`config.mk`:
```
export PLATFORM = sky130hd
export DESIGN_NAME = tau_candidate_match_count
export DESIGN_NICKNAME = d
export VERILOG_FILES = /design/src/rtl/core/tcmc_pkg.sv /design/src/rtl/core/tcmc_ctrl.sv /design/src/rtl/core/tcmc_dp.sv /design/src/rtl/core/tau_candidate_match_count.sv
export SDC_FILE = /design/constraint.sdc
export NUM_CORES = 2
export LEC_CHECK = 0
export BUFFER_PORTS_ARGS = -buffer_cell sky130_fd_sc_hd__buf_4
export CORE_MARGIN = 5
export CORE_UTILIZATION = 45
export CTS_BUF_LIST = sky130_fd_sc_hd__clkbuf_8
export DETAILED_ROUTE_END_ITERATION = 7
export SKIP_CTS_REPAIR_TIMING = 1
export SLEW_MARGIN = 20
export SYNTH_ARGS = -nofsm -noshare
export SYNTH_HDL_FRONTEND = slang
export SYNTH_HIERARCHICAL = 1
export SYNTH_SLANG_ARGS = --single-unit
```
`constraint.sdc`:
```
create_clock -name clk -period 10.7 [get_ports clk]
set_input_delay 2.675 -clock clk [delete_from_list [all_inputs] [get_ports clk]]
set_output_delay 2.675 -clock clk [all_outputs]
set_load 0.02 [all_outputs]
```
`src/rtl/core/tcmc_pkg.sv`:
```
// Shared types and constants for the tau candidate match-and-count block.
// No dependencies.
`default_nettype none
package tcmc_pkg;

    localparam int CandWidth   = 27;
    localparam int EtWidth     = 12;
    localparam int FactorWidth = 11;

    localparam logic [1:0] MODE_ISO    = 2'd0;
    localparam logic [1:0] MODE_ENERGY = 2'd1;
    localparam logic [1:0] MODE_THRESH = 2'd2;
    localparam logic [1:0] MODE_SPARE  = 2'd3;

    localparam logic [1:0] CFG_LOOSE  = 2'd0;
    localparam logic [1:0] CFG_MEDIUM = 2'd1;
    localparam logic [1:0] CFG_TIGHT  = 2'd2;
    localparam logic [1:0] CFG_LEVEL  = 2'd3;

    localparam logic [1:0] LEVEL_LAST = 2'd2;

    typedef struct packed {
        logic [11:0]       et;
        logic signed [7:0] eta;
        logic [6:0]        phi;
    } cand_t;

    typedef enum logic [2:0] {
        ST_IDLE,
        ST_E_READ,
        ST_E_WAIT,
        ST_I_READ,
        ST_I_CHECK,
        ST_SCORE,
        ST_EVAL,
        ST_DONE
    } state_t;

    typedef struct packed {
        logic load;
        logic count_init;
        logic e_read;
        logic tbl_read;
        logic i_read;
        logic j_inc;
        logic match_take;
        logic score_step;
        logic eval;
        logic finish;
    } cmd_t;

    typedef struct packed {
        logic i_done;
        logic j_done;
        logic tower_hit;
        logic k_last;
    } stat_t;

endpackage
`default_nettype wire

```
`src/rtl/core/tcmc_ctrl.sv`:
```
// Sequencer for loading and the matching pass.
// Depends on tcmc_pkg.
`default_nettype none
module tcmc_ctrl (
    input  wire logic           clk,
    input  wire logic           rst_n,
    input  wire logic           start,
    input  wire logic           last_item,
    input  wire tcmc_pkg::stat_t stat,
    output tcmc_pkg::cmd_t      cmd,
    output logic                busy
);

    tcmc_pkg::state_t state_reg;
    tcmc_pkg::state_t state_next;

    always_ff @(posedge clk or negedge rst_n)
    begin
        if (!rst_n)
        begin
            state_reg <= tcmc_pkg::ST_IDLE;
        end
        else
        begin
            state_reg <= state_next;
        end
    end

    always_comb
    begin
        state_next = state_reg;
        cmd = '0;
        busy = 1'b1;
        case (state_reg)
            tcmc_pkg::ST_IDLE:
            begin
                busy = 1'b0;
                if (start)
                begin
                    cmd.load = 1'b1;
                    if (last_item)
                    begin
                        cmd.count_init = 1'b1;
                        state_next = tcmc_pkg::ST_E_READ;
                    end
                end
            end
            tcmc_pkg::ST_E_READ:
            begin
                if (stat.i_done)
                begin
                    state_next = tcmc_pkg::ST_DONE;
                end
                else
                begin
                    cmd.e_read = 1'b1;
                    state_next = tcmc_pkg::ST_E_WAIT;
                end
            end
            tcmc_pkg::ST_E_WAIT:
            begin
                cmd.tbl_read = 1'b1;
                state_next = tcmc_pkg::ST_I_READ;
            end
            tcmc_pkg::ST_I_READ:
            begin
                if (stat.j_done)
                begin
                    state_next = tcmc_pkg::ST_EVAL;
                end
                else
                begin
                    cmd.i_read = 1'b1;
                    state_next = tcmc_pkg::ST_I_CHECK;
                end
            end
            tcmc_pkg::ST_I_CHECK:
            begin
                if (stat.tower_hit)
                begin
                    cmd.match_take = 1'b1;
                    state_next = tcmc_pkg::ST_SCORE;
                end
                else
                begin
                    cmd.j_inc = 1'b1;
                    state_next = tcmc_pkg::ST_I_READ;
                end
            end
            tcmc_pkg::ST_SCORE:
            begin
                cmd.score_step = 1'b1;
                if (stat.k_last)
                begin
                    state_next = tcmc_pkg::ST_EVAL;
                end
            end
            tcmc_pkg::ST_EVAL:
            begin
                cmd.eval = 1'b1;
                state_next = tcmc_pkg::ST_E_READ;
            end
            tcmc_pkg::ST_DONE:
            begin
                cmd.finish = 1'b1;
                state_next = tcmc_pkg::ST_IDLE;
            end
            default:
            begin
                state_next = tcmc_pkg::ST_IDLE;
            end
        endcase
    end

endmodule
`default_nettype wire

```
`src/rtl/core/tcmc_dp.sv`:
```
// Datapath: candidate stores, threshold table, configuration, scoring and count.
// Depends on tcmc_pkg.
`default_nettype none
module tcmc_dp #(
    parameter int ENERGY_DEPTH      = 16,
    parameter int ISO_DEPTH         = 16,
    parameter int THRESHOLD_ENTRIES = 64
) (
    input  wire logic              clk,
    input  wire logic              rst_n,
    input  wire tcmc_pkg::cmd_t    cmd,
    output tcmc_pkg::stat_t        stat,
    input  wire logic              cfg_valid,
    input  wire logic [1:0]        cfg_index,
    input  wire logic [10:0]       cfg_data,
    input  wire logic [1:0]        mode,
    input  wire logic [11:0]       energy,
    input  wire logic [11:0]       iso_energy,
    input  wire logic signed [7:0] eta_code,
    input  wire logic [6:0]        phi_code,
    input  wire logic [5:0]        table_index,
    output logic                   done,
    output logic [4:0]             multiplicity,
    output logic                   overflow
);

    localparam int EW = (ENERGY_DEPTH > 1) ? $clog2(ENERGY_DEPTH) : 1;
    localparam int IW = (ISO_DEPTH > 1) ? $clog2(ISO_DEPTH) : 1;
    localparam int EF = $clog2(ENERGY_DEPTH + 1);
    localparam int IF = $clog2(ISO_DEPTH + 1);
    localparam int TW = $clog2(THRESHOLD_ENTRIES);

    tcmc_pkg::cand_t energy_mem [ENERGY_DEPTH];
    tcmc_pkg::cand_t iso_mem [ISO_DEPTH];
    logic [11:0]     thr_mem [THRESHOLD_ENTRIES];

    logic [10:0] loose_reg, medium_reg, tight_reg;
    logic [1:0]  level_reg;

    logic [EF-1:0] efill_reg;
    logic [IF-1:0] ifill_reg;
    logic          dropped_reg;
    logic [EF-1:0] i_reg;
    logic [IF-1:0] j_reg;
    logic [1:0]    k_reg;
    logic [1:0]    score_reg;
    logic          matched_reg;
    logic          thr_ok_reg;
    logic [11:0]   thr_q_reg;
    logic [11:0]   iso_et_reg;
    logic [4:0]    count_reg;
    logic [4:0]    count_next;
    logic          done_reg;
    logic [4:0]    mult_reg;
    logic          ovf_reg;

    tcmc_pkg::cand_t e_q_reg;
    tcmc_pkg::cand_t i_q_reg;
    tcmc_pkg::cand_t in_cand;

    logic signed [7:0] idx;
    logic [10:0]       fac;
    logic [22:0]       lhs;
    logic [22:0]       rhs;
    logic              pass;

    assign in_cand.et  = (mode == tcmc_pkg::MODE_ISO) ? iso_energy : energy;
    assign in_cand.eta = eta_code;
    assign in_cand.phi = phi_code;

    always_ff @(posedge clk or negedge rst_n)
    begin
        if (!rst_n)
        begin
            loose_reg  <= '0;
            medium_reg <= '0;
            tight_reg  <= '0;
            level_reg  <= '0;
        end
        else if (cfg_valid)
        begin
            case (cfg_index)
                tcmc_pkg::CFG_LOOSE:  loose_reg  <= cfg_data;
                tcmc_pkg::CFG_MEDIUM: medium_reg <= cfg_data;
                tcmc_pkg::CFG_TIGHT:  tight_reg  <= cfg_data;
                tcmc_pkg::CFG_LEVEL:  level_reg  <= cfg_data[1:0];
                default: ;
            endcase
        end
    end

    // Stores and table
    always_ff @(posedge clk)
    begin
        if (cmd.load && mode == tcmc_pkg::MODE_ENERGY && efill_reg != EF'(ENERGY_DEPTH))
        begin
            energy_mem[efill_reg[EW-1:0]] <= in_cand;
        end
        if (cmd.load && mode == tcmc_pkg::MODE_ISO && ifill_reg != IF'(ISO_DEPTH))
        begin
            iso_mem[ifill_reg[IW-1:0]] <= in_cand;
        end
        if (cmd.load && mode == tcmc_pkg::MODE_THRESH
            && {1'b0, table_index} < 7'(THRESHOLD_ENTRIES))
        begin
            thr_mem[table_index[TW-1:0]] <= energy;
        end
        if (cmd.e_read)
        begin
            e_q_reg <= energy_mem[i_reg[EW-1:0]];
        end
        if (cmd.i_read)
        begin
            i_q_reg <= iso_mem[j_reg[IW-1:0]];
        end
        if (cmd.tbl_read)
        begin
            thr_q_reg <= thr_mem[idx[TW-1:0]];
        end
    end

    assign idx = {{2{e_q_reg.eta[7]}}, e_q_reg.eta[7:2]} + 8'sd25;

    always_comb
    begin
        case (k_reg)
            2'd0:    fac = loose_reg;
            2'd1:    fac = medium_reg;
            default: fac = tight_reg;
        endcase
    end

    assign lhs = {1'b0, iso_et_reg, 10'b0};
    assign rhs = 23'(e_q_reg.et) * 23'(fac);

    assign pass = (!matched_reg || score_reg >= level_reg) && thr_ok_reg
                  && (e_q_reg.et > thr_q_reg);
    assign count_next = (pass && count_reg != 5'd31) ? count_reg + 5'd1 : count_reg;

    assign stat.i_done    = (i_reg == efill_reg);
    assign stat.j_done    = (j_reg == ifill_reg);
    assign stat.tower_hit = (i_q_reg.eta[7:2] == e_q_reg.eta[7:2])
                            && (i_q_reg.phi[6:1] == e_q_reg.phi[6:1]);
    assign stat.k_last    = (k_reg == tcmc_pkg::LEVEL_LAST);

    always_ff @(posedge clk or negedge rst_n)
    begin
        if (!rst_n)
        begin
            efill_reg   <= '0;
            ifill_reg   <= '0;
            dropped_reg <= 1'b0;
            i_reg       <= '0;
            j_reg       <= '0;
            k_reg       <= '0;
            score_reg   <= '0;
            matched_reg <= 1'b0;
            thr_ok_reg  <= 1'b0;
            count_reg   <= '0;
            done_reg    <= 1'b0;
            mult_reg    <= '0;
            ovf_reg     <= 1'b0;
        end
        else
        begin
            done_reg <= cmd.finish;
            if (cmd.load && mode == tcmc_pkg::MODE_ENERGY)
            begin
                if (efill_reg != EF'(ENERGY_DEPTH))
                    efill_reg <= efill_reg + EF'(1);
                else
                    dropped_reg <= 1'b1;
            end
            if (cmd.load && mode == tcmc_pkg::MODE_ISO)
            begin
                if (ifill_reg != IF'(ISO_DEPTH))
                    ifill_reg <= ifill_reg + IF'(1);
                else
                    dropped_reg <= 1'b1;
            end
            if (cmd.count_init)
            begin
                i_reg     <= '0;
                count_reg <= '0;
            end
            if (cmd.tbl_read)
            begin
                j_reg       <= '0;
                matched_reg <= 1'b0;
                thr_ok_reg  <= !idx[7] && (idx[6:0] < 7'(THRESHOLD_ENTRIES));
            end
            if (cmd.j_inc)
            begin
                j_reg <= j_reg + IF'(1);
            end
            if (cmd.match_take)
            begin
                matched_reg <= 1'b1;
                score_reg   <= '0;
                k_reg       <= '0;
                iso_et_reg  <= i_q_reg.et;
            end
            if (cmd.score_step)
            begin
                if (lhs < rhs)
                    score_reg <= k_reg + 2'd1;
                k_reg <= k_reg + 2'd1;
            end
            if (cmd.eval)
            begin
                count_reg <= count_next;
                i_reg     <= i_reg + EF'(1);
            end
            if (cmd.finish)
            begin
                mult_reg    <= count_reg;
                ovf_reg     <= dropped_reg;
                efill_reg   <= '0;
                ifill_reg   <= '0;
                dropped_reg <= 1'b0;
                i_reg       <= '0;
            end
        end
    end

    assign done         = done_reg;
    assign multiplicity = mult_reg;
    assign overflow     = ovf_reg;

    a_done_pulse: assert property (@(posedge clk) disable iff (!rst_n)
        done_reg |=> !done_reg) else $error("result strobe longer than one cycle");
    a_efill_range: assert property (@(posedge clk) disable iff (!rst_n)
        efill_reg <= EF'(ENERGY_DEPTH)) else $error("energy fill beyond depth");
    a_clear_after: assert property (@(posedge clk) disable iff (!rst_n)
        cmd.finish |=> (efill_reg == '0 && ifill_reg == '0 && !dropped_reg))
        else $error("event state not cleared");
    a_i_bound: assert property (@(posedge clk) disable iff (!rst_n)
        i_reg <= efill_reg || cmd.load) else $error("candidate index past fill");

endmodule
`default_nettype wire

```
`src/rtl/core/tau_candidate_match_count.sv`:
```
// Top level of the tau candidate match-and-count block.
// Depends on tcmc_pkg, tcmc_ctrl and tcmc_dp.
//
// Usage:
//   Items are taken one per cycle while busy is low: start high with the
//   item fields. mode selects an isolation candidate, an energy candidate or
//   a threshold table write. An item with last_item high closes the event.
//   After the last item, busy stays high for the matching pass: each stored
//   energy candidate and its threshold entry are read, isolation candidates
//   are scanned for one in the same tower, and a match is scored against the
//   three factors. Then done pulses for one cycle with multiplicity and
//   overflow, the stores empty, and busy drops in that same cycle.
//   The threshold table is kept between events.
//   Configuration: cfg_valid with cfg_index and cfg_data; cfg_ready is
//   always high. Write only while busy is low and no item is pending.
//   Reset clears stores fills, drop flag and registers; table contents are
//   undefined until written. The receiver of done cannot stall.
`default_nettype none
module tau_candidate_match_count #(
    parameter int ENERGY_DEPTH      = 16,
    parameter int ISO_DEPTH         = 16,
    parameter int THRESHOLD_ENTRIES = 64
) (
    input  wire logic              clk,
    input  wire logic              rst_n,
    input  wire logic              start,
    output logic                   busy,
    input  wire logic [1:0]        mode,
    input  wire logic [11:0]       energy,
    input  wire logic [11:0]       iso_energy,
    input  wire logic signed [7:0] eta_code,
    input  wire logic [6:0]        phi_code,
    input  wire logic [5:0]        table_index,
    input  wire logic              last_item,
    output logic                   done,
    output logic [4:0]             multiplicity,
    output logic                   overflow,
    input  wire logic              cfg_valid,
    output logic                   cfg_ready,
    input  wire logic [1:0]        cfg_index,
    input  wire logic [10:0]       cfg_data
);

    tcmc_pkg::cmd_t  cmd;
    tcmc_pkg::stat_t stat;

    assign cfg_ready = 1'b1;

    tcmc_ctrl u_ctrl (
        .clk       (clk),
        .rst_n     (rst_n),
        .start     (start),
        .last_item (last_item),
        .stat      (stat),
        .cmd       (cmd),
        .busy      (busy)
    );

    tcmc_dp #(
        .ENERGY_DEPTH      (ENERGY_DEPTH),
        .ISO_DEPTH         (ISO_DEPTH),
        .THRESHOLD_ENTRIES (THRESHOLD_ENTRIES)
    ) u_dp (
        .clk          (clk),
        .rst_n        (rst_n),
        .cmd          (cmd),
        .stat         (stat),
        .cfg_valid    (cfg_valid),
        .cfg_index    (cfg_index),
        .cfg_data     (cfg_data),
        .mode         (mode),
        .energy       (energy),
        .iso_energy   (iso_energy),
        .eta_code     (eta_code),
        .phi_code     (phi_code),
        .table_index  (table_index),
        .done         (done),
        .multiplicity (multiplicity),
        .overflow     (overflow)
    );

endmodule
`default_nettype wire

```
After elaboration in Yosys (flattened, before gate mapping)
Memories as Yosys holds them, arrays and structs flattened. A register that Yosys moved wholly into a read port is not among the register bits.
Cells that the tools add are included.
Cells by class
  div/mod/pow operators: 0
  equal/unequal tests: 25
  muxes and demuxes: 55
  order comparisons: 4
  reductions and logical operators: 35
  multiply operators: 1
  add/sub/neg operators: 7
  bitwise logic cells: 0
  shifts and indexed selects: 0
Operator list (count)
  $mux W5: 13
  $add A5 B1 Y5 const B: 5
  $mux W1: 25
  $pmux W3 S8: 1
  $lt A22 B23 Y1: 1
  $mul A12 B11 Y23: 1
  $pmux W11 S2: 1
  $mux W2: 9
  $reduce_and A2 Y1: 8
  $reduce_bool A2 Y1: 8
  $mux W3: 5
  $ne A5 B5 Y1 const B: 3
  $eq A3 B3 Y1 const B: 4
  $eq A6 B6 Y1: 2
  $gt A12 B12 Y1: 1
  $mux W12: 1
  $eq A5 B5 Y1: 2
  $logic_and A1 B1 Y1: 10
  $eq A2 B2 Y1 const B: 4
  $add A6 B6 Y7 const B: 1
  $lt A7 B7 Y1 const B: 1
  $eq A2 B1 Y1 const B: 3
  $eq A3 B2 Y1 const B: 2
  $logic_not A2 Y1: 3
  other kinds (10): 13
Word-level totals
  RAM bits: 1632
  logic and storage cells: 149
  register bits: 89
  output and inout port bits: 9
  ROM bits: 0
  latch bits: 0
  memories: 3
Memories
  u_dp.thr_mem: words 64, bits a word 12, read ports 1, clocked after memory_dff 1, wr ports 1, line tcmc_dp.sv:35  | logic [11:0] thr_mem [THRESHOLD_ENTRIES];
  u_dp.energy_mem: words 16, bits a word 27, read ports 1, clocked after memory_dff 1, wr ports 1, line tcmc_dp.sv:33  | tcmc_pkg::cand_t energy_mem [ENERGY_DEPTH];
  u_dp.iso_mem: words 16, bits a word 27, read ports 1, clocked after memory_dff 1, wr ports 1, line tcmc_dp.sv:34  | tcmc_pkg::cand_t iso_mem [ISO_DEPTH];

Logic depth before layout (Yosys ltp)
  word-level depth: 8
  gate-level depth with buffers: 36
  mapped depth without buffers: 34

Hierarchy
Netlist, hierarchy kept.
Modules (own cells, without submodules)
  tcmc_dp: area an instance 69758.2 um^2, cells each 3671, instances 1, sequential area each 50138.1 um^2
  tcmc_ctrl: area an instance 262.8 um^2, cells each 35, instances 1, sequential area each 75.1 um^2
  tau_candidate_match_count: area an instance 11.3 um^2, cells each 2, instances 1, sequential area each 0.0 um^2

Worst setup path after synthesis
OpenSTA, ideal clock, no wires.
  kind: reg2reg
  start: register u_dp.k_reg[0]
  end: register u_dp.score_reg[1]
  data required time: 10.599 ns
  path buffers: 2
  clock period less this slack: 7.888 ns
  path slack: 2.812 ns
  data arrival time: 7.787 ns
  cell stages (with the launch flop): 34
  path through: dfrtp_1 inv_1 ha_1 nor2_1 clkbuf_1 nand2_1 nand2_1 clkbuf_1 nand2_1 fa_1 fa_1 fa_1 inv_1 fa_1 inv_1 fa_1 inv_1 ha_1 or3_1 o221a_2 o2111a_1 nor2_1 a21oi_1 a41o_1 o41a_1 xnor2_1 ha_1 o2111ai_1 nor2_1 o21ai_0 a2111oi_0 a31oi_4 o21a_2 o32ai_1
On the way
  cells in the longest elaborated chain, start to end: 6
  elaborated cells on any way between the ends: 8
  classes of those cells: add/sub (1); mul (1); order compare (1); eq/ne (1); mux (3); reduce/logical (1)
RTL lines
  from (decl): line tcmc_dp.sv:45  | logic [1:0] k_reg;
  from (signal assigned): line tcmc_dp.sv:207  | k_reg <= k_reg + 2'd1;
  $eq A2 B1 Y1 or $logic_not A2 Y1 (tied branches): line tcmc_dp.sv:126  | case (k_reg)
  $pmux W11 S2: line tcmc_dp.sv:126
  $mul A12 B11 Y23: line tcmc_dp.sv:134  | assign rhs = 23'(e_q_reg.et) * 23'(fac);
  $lt A22 B23 Y1: line tcmc_dp.sv:205  | if (lhs < rhs)
  $mux W2 *: line tcmc_dp.sv:205
  $mux W2 *: line tcmc_dp.sv:203  | if (cmd.score_step)
  to (signal assigned): line tcmc_dp.sv:206  | score_reg <= k_reg + 2'd1;
  to (decl): line tcmc_dp.sv:46  | logic [1:0] score_reg;
Mark *: on every way between the ends. The rest lies on a longest branch, timed or not.
A chain may end at the register's enable or synchronous reset.

Worst setup path in the final report
Same ends and word-level chain as after synthesis.

==> out/results.txt <==
R2R Setup Slk -> 1520 ps
worst endpoint required time -> 11510 ps
Worst Max-Slew Pin Slew -> 1150 ps
first-pass detailed-route iteration total -> 5
drt drc -> 0
pins over their slew limit -> 0
most common cell in the synthesized netlist -> edfxtp_1
Leak -> 0.0260 uW
initial antenna violation count -> 8
clock sink count -> 1685
Area growth, synth to finish -> 12.2%
Syn Nets -> 3965
WP data arrival -> 9980 ps
FF+latch area -> 50200 sq um
Die Ht -> 404 microns
worst hold slack -> 499 ps
Global Route Usage Sum -> 20.2%
unrepaired setup endpoints after global routing -> false
maximum clock path buffer count -> 4
Avg Inst Size Synth -> 18.9 sq um
setup TNS -> 0 ps
final critical-path share of the clock period -> 85.8%
endpoints failing hold -> 0
most common library cells after synthesis -> 1608 x edfxtp_1, 348 x mux4_2, 194 x nand2_1, 162 x mux2i_1, 143 x inv_1
relative slew slack -> 23.0%
Seq cells post-synth -> 1685
Yosys warnings -> 6
Post-synth ARST share -> 4.57%
number of synthesized flops with an enable pin -> 1608
Iter 0 DRT Violations -> 3218
R2R cell count -> 31
final WL -> 165000 microns
clock-pin transition on the worst setup and hold timing paths -> 60 ps
fill count -> 12500
Syn Inst Count -> 3708
vias in the first global route -> 36200
row count -> 144
hpwl dp -> 95600 microns
Setup crit end kind -> flop
largest net degree at the start of global routing -> 135
Startpoint Class -> flop
Synth top area share -> 68.9%
Synth area leaders -> edfxtp_1 69%, mux4_2 11%, dfrtp_1 2.8%
fin crit period -> 9180 ps
clk root buf -> clkbuf_8
Hold WC Path Type -> flop to flop
worst r2r src -> u_dp/k_reg[0]
hold depth -> 1
outcome -> complete, no violations
GRT overflow -> 0
first-pass GRT wire length -> 242000 microns
Yosys top cell by area -> edfxtp_1
final core utilization -> 50.9%
Initial Util -> 45.4%
slowest library cell on the worst path -> nor2_1
crit path max fanout -> 12
number of max-cap violations -> 0
Worst Skew -> 75.0 ps
GP Congestion -> 0.769
PwrDens -> 189 nW/um^2
Worst-Skew Late Latency -> 980 ps
Cell Area, Synth -> 70000 sq um
worst hold start -> u_dp/j_reg[4]
Worst path most repeated cell -> fa_1
routed length per placed instance -> 26.4 microns
Vias/cell -> 5.73
Setup CP Type -> flop to flop
Worst R2R End -> u_dp/score_reg[1]
CTS H-Tree Depth -> 5
crit-path max cell delay -> 730 ps
layout cells sized above 1 -> 24.4%
Die ar. -> 164000 sq um
sequential cell area fraction in the yosys report -> 71.7%
core area -> 154000 sq um
Synth cell types -> 69
f_max -> 109 MHz
Final ANT Viol Nets -> 0
CTS tree -> built
TritonCTS buffer count -> 295
multi-input logic area -> 18900 sq um
Peak supply drop -> 0.211 mV
max reg flops -> 768
IO Port Bufs -> 69
final setup violation count -> 0
nets@finish -> 4227
IO Count -> 74
Top FF cell, synth -> edfxtp_1
WHS Endpoint -> u_dp/j_reg[4]
Die X -> 404 microns
via count -> 35700
[worst max-delay path: cells and delay by family, from the launching register on]
kind	cells	cell delay [ps]
fa+ha+maj	8	3460
compound gates	11	2790
simple gates	7	2080
flops	1	350
buf+inv	4	230
xor+xnor	1	140
[cell type report]
| class | count | area share [%] |
|---|---|---|
| Multi-Input combinational cell | 1692 | 24.1 |
| Tap cell | 2044 | 3.26 |
| Clock buffer | 309 | 5.41 |
| Timing Repair Buffer | 152 | 1.48 |
| Sequential cell | 1685 | 63.9 |
| Antenna cell | 15 | 0.0478 |
| Inverter | 144 | 0.688 |
| Clock inverter | 188 | 1.07 |
[stage by stage]
stage                     total power, uW  setup slack (ps)  std cells  cell area (sq um)
final                               14800              1520       6229              78500
after global routing                15700               846       6221              78500
after CTS                           15000              1420       6213              78500
after detailed placement             9800              1440       5716              73400
after global placement               9770              1600       5716              73300
after floorplan                      9210              2810       3708              70000
[cells in the final DEF (no fill, tap or decap), types with 9 or more instances in the layout]
master and instances:
nor2_4 23, nand2b_1 10, nand2_1 194, nor3_1 9, clkbuf_8 309, nand3_1 23
nor2_2 31, a22oi_1 61, clkinv_1 59, buf_4 150, dfrtp_1 71, edfxtp_1 1608
diode_2 15, nor2b_1 10, ha_1 102, clkinv_2 17, nand4_1 9, a21oi_1 79
and2_1 72, mux4_2 348, xnor2_1 30, xor2_1 17, fa_1 89, a221oi_1 49
nor2_1 79, inv_1 245, o21ai_0 108, a21o_1 9, mux2i_1 162, mux2_2 88
[kinds of logic (layout without fill, tap and decap cells)]
| group | count (synthesis) | count (layout) | synth area share, % |
|---|---|---|---|
| simple gates | 505 | 505 | 3.31 |
| buf+inv | 331 | 793 | 1.83 |
| flops | 1685 | 1685 | 71.7 |
| other cells | 1 | 16 | 0.00535 |
| fa+ha+maj | 192 | 192 | 4.38 |
| compound gates | 345 | 345 | 3.20 |
| mux | 598 | 598 | 14.9 |
| xor+xnor | 51 | 51 | 0.649 |
[routing by layer]
metal	part of all wire, %	up-vias	GRT usage (%)
li1	-	15300	-
met1	45	18900	30.2
met2	46	1210	30.5
met3	6.4	292	3.60
met4	2.7	0	6.20
met5	0	-	0
[power breakdown]
group / switching (uW) / leakage [uW] / internal (uW)
clock: 2480 / 0.00297 / 2720
combinational: 1370 / 0.00760 / 998
sequential: 16.2 / 0.0154 / 7260
total: 3870 / 0.0260 / 11000
[worst max-delay path by stage]
stage | slack [ps] | end | cells after the start | startpoint
after floorplan | 2810 | u_dp/score_reg[1] | 33 | u_dp/k_reg[0]
after global placement | 1600 | u_dp/score_reg[1] | 31 | u_dp/k_reg[0]
after detailed placement | 1440 | u_dp/score_reg[1] | 31 | u_dp/k_reg[0]
after CTS | 1420 | u_dp/score_reg[1] | 31 | u_dp/k_reg[0]
after global routing | 850 | u_dp/score_reg[1] | 31 | u_dp/k_reg[0]
final | 1520 | u_dp/score_reg[1] | 31 | u_dp/k_reg[0]
No activity file was read; power rests on OpenSTA's default activity.
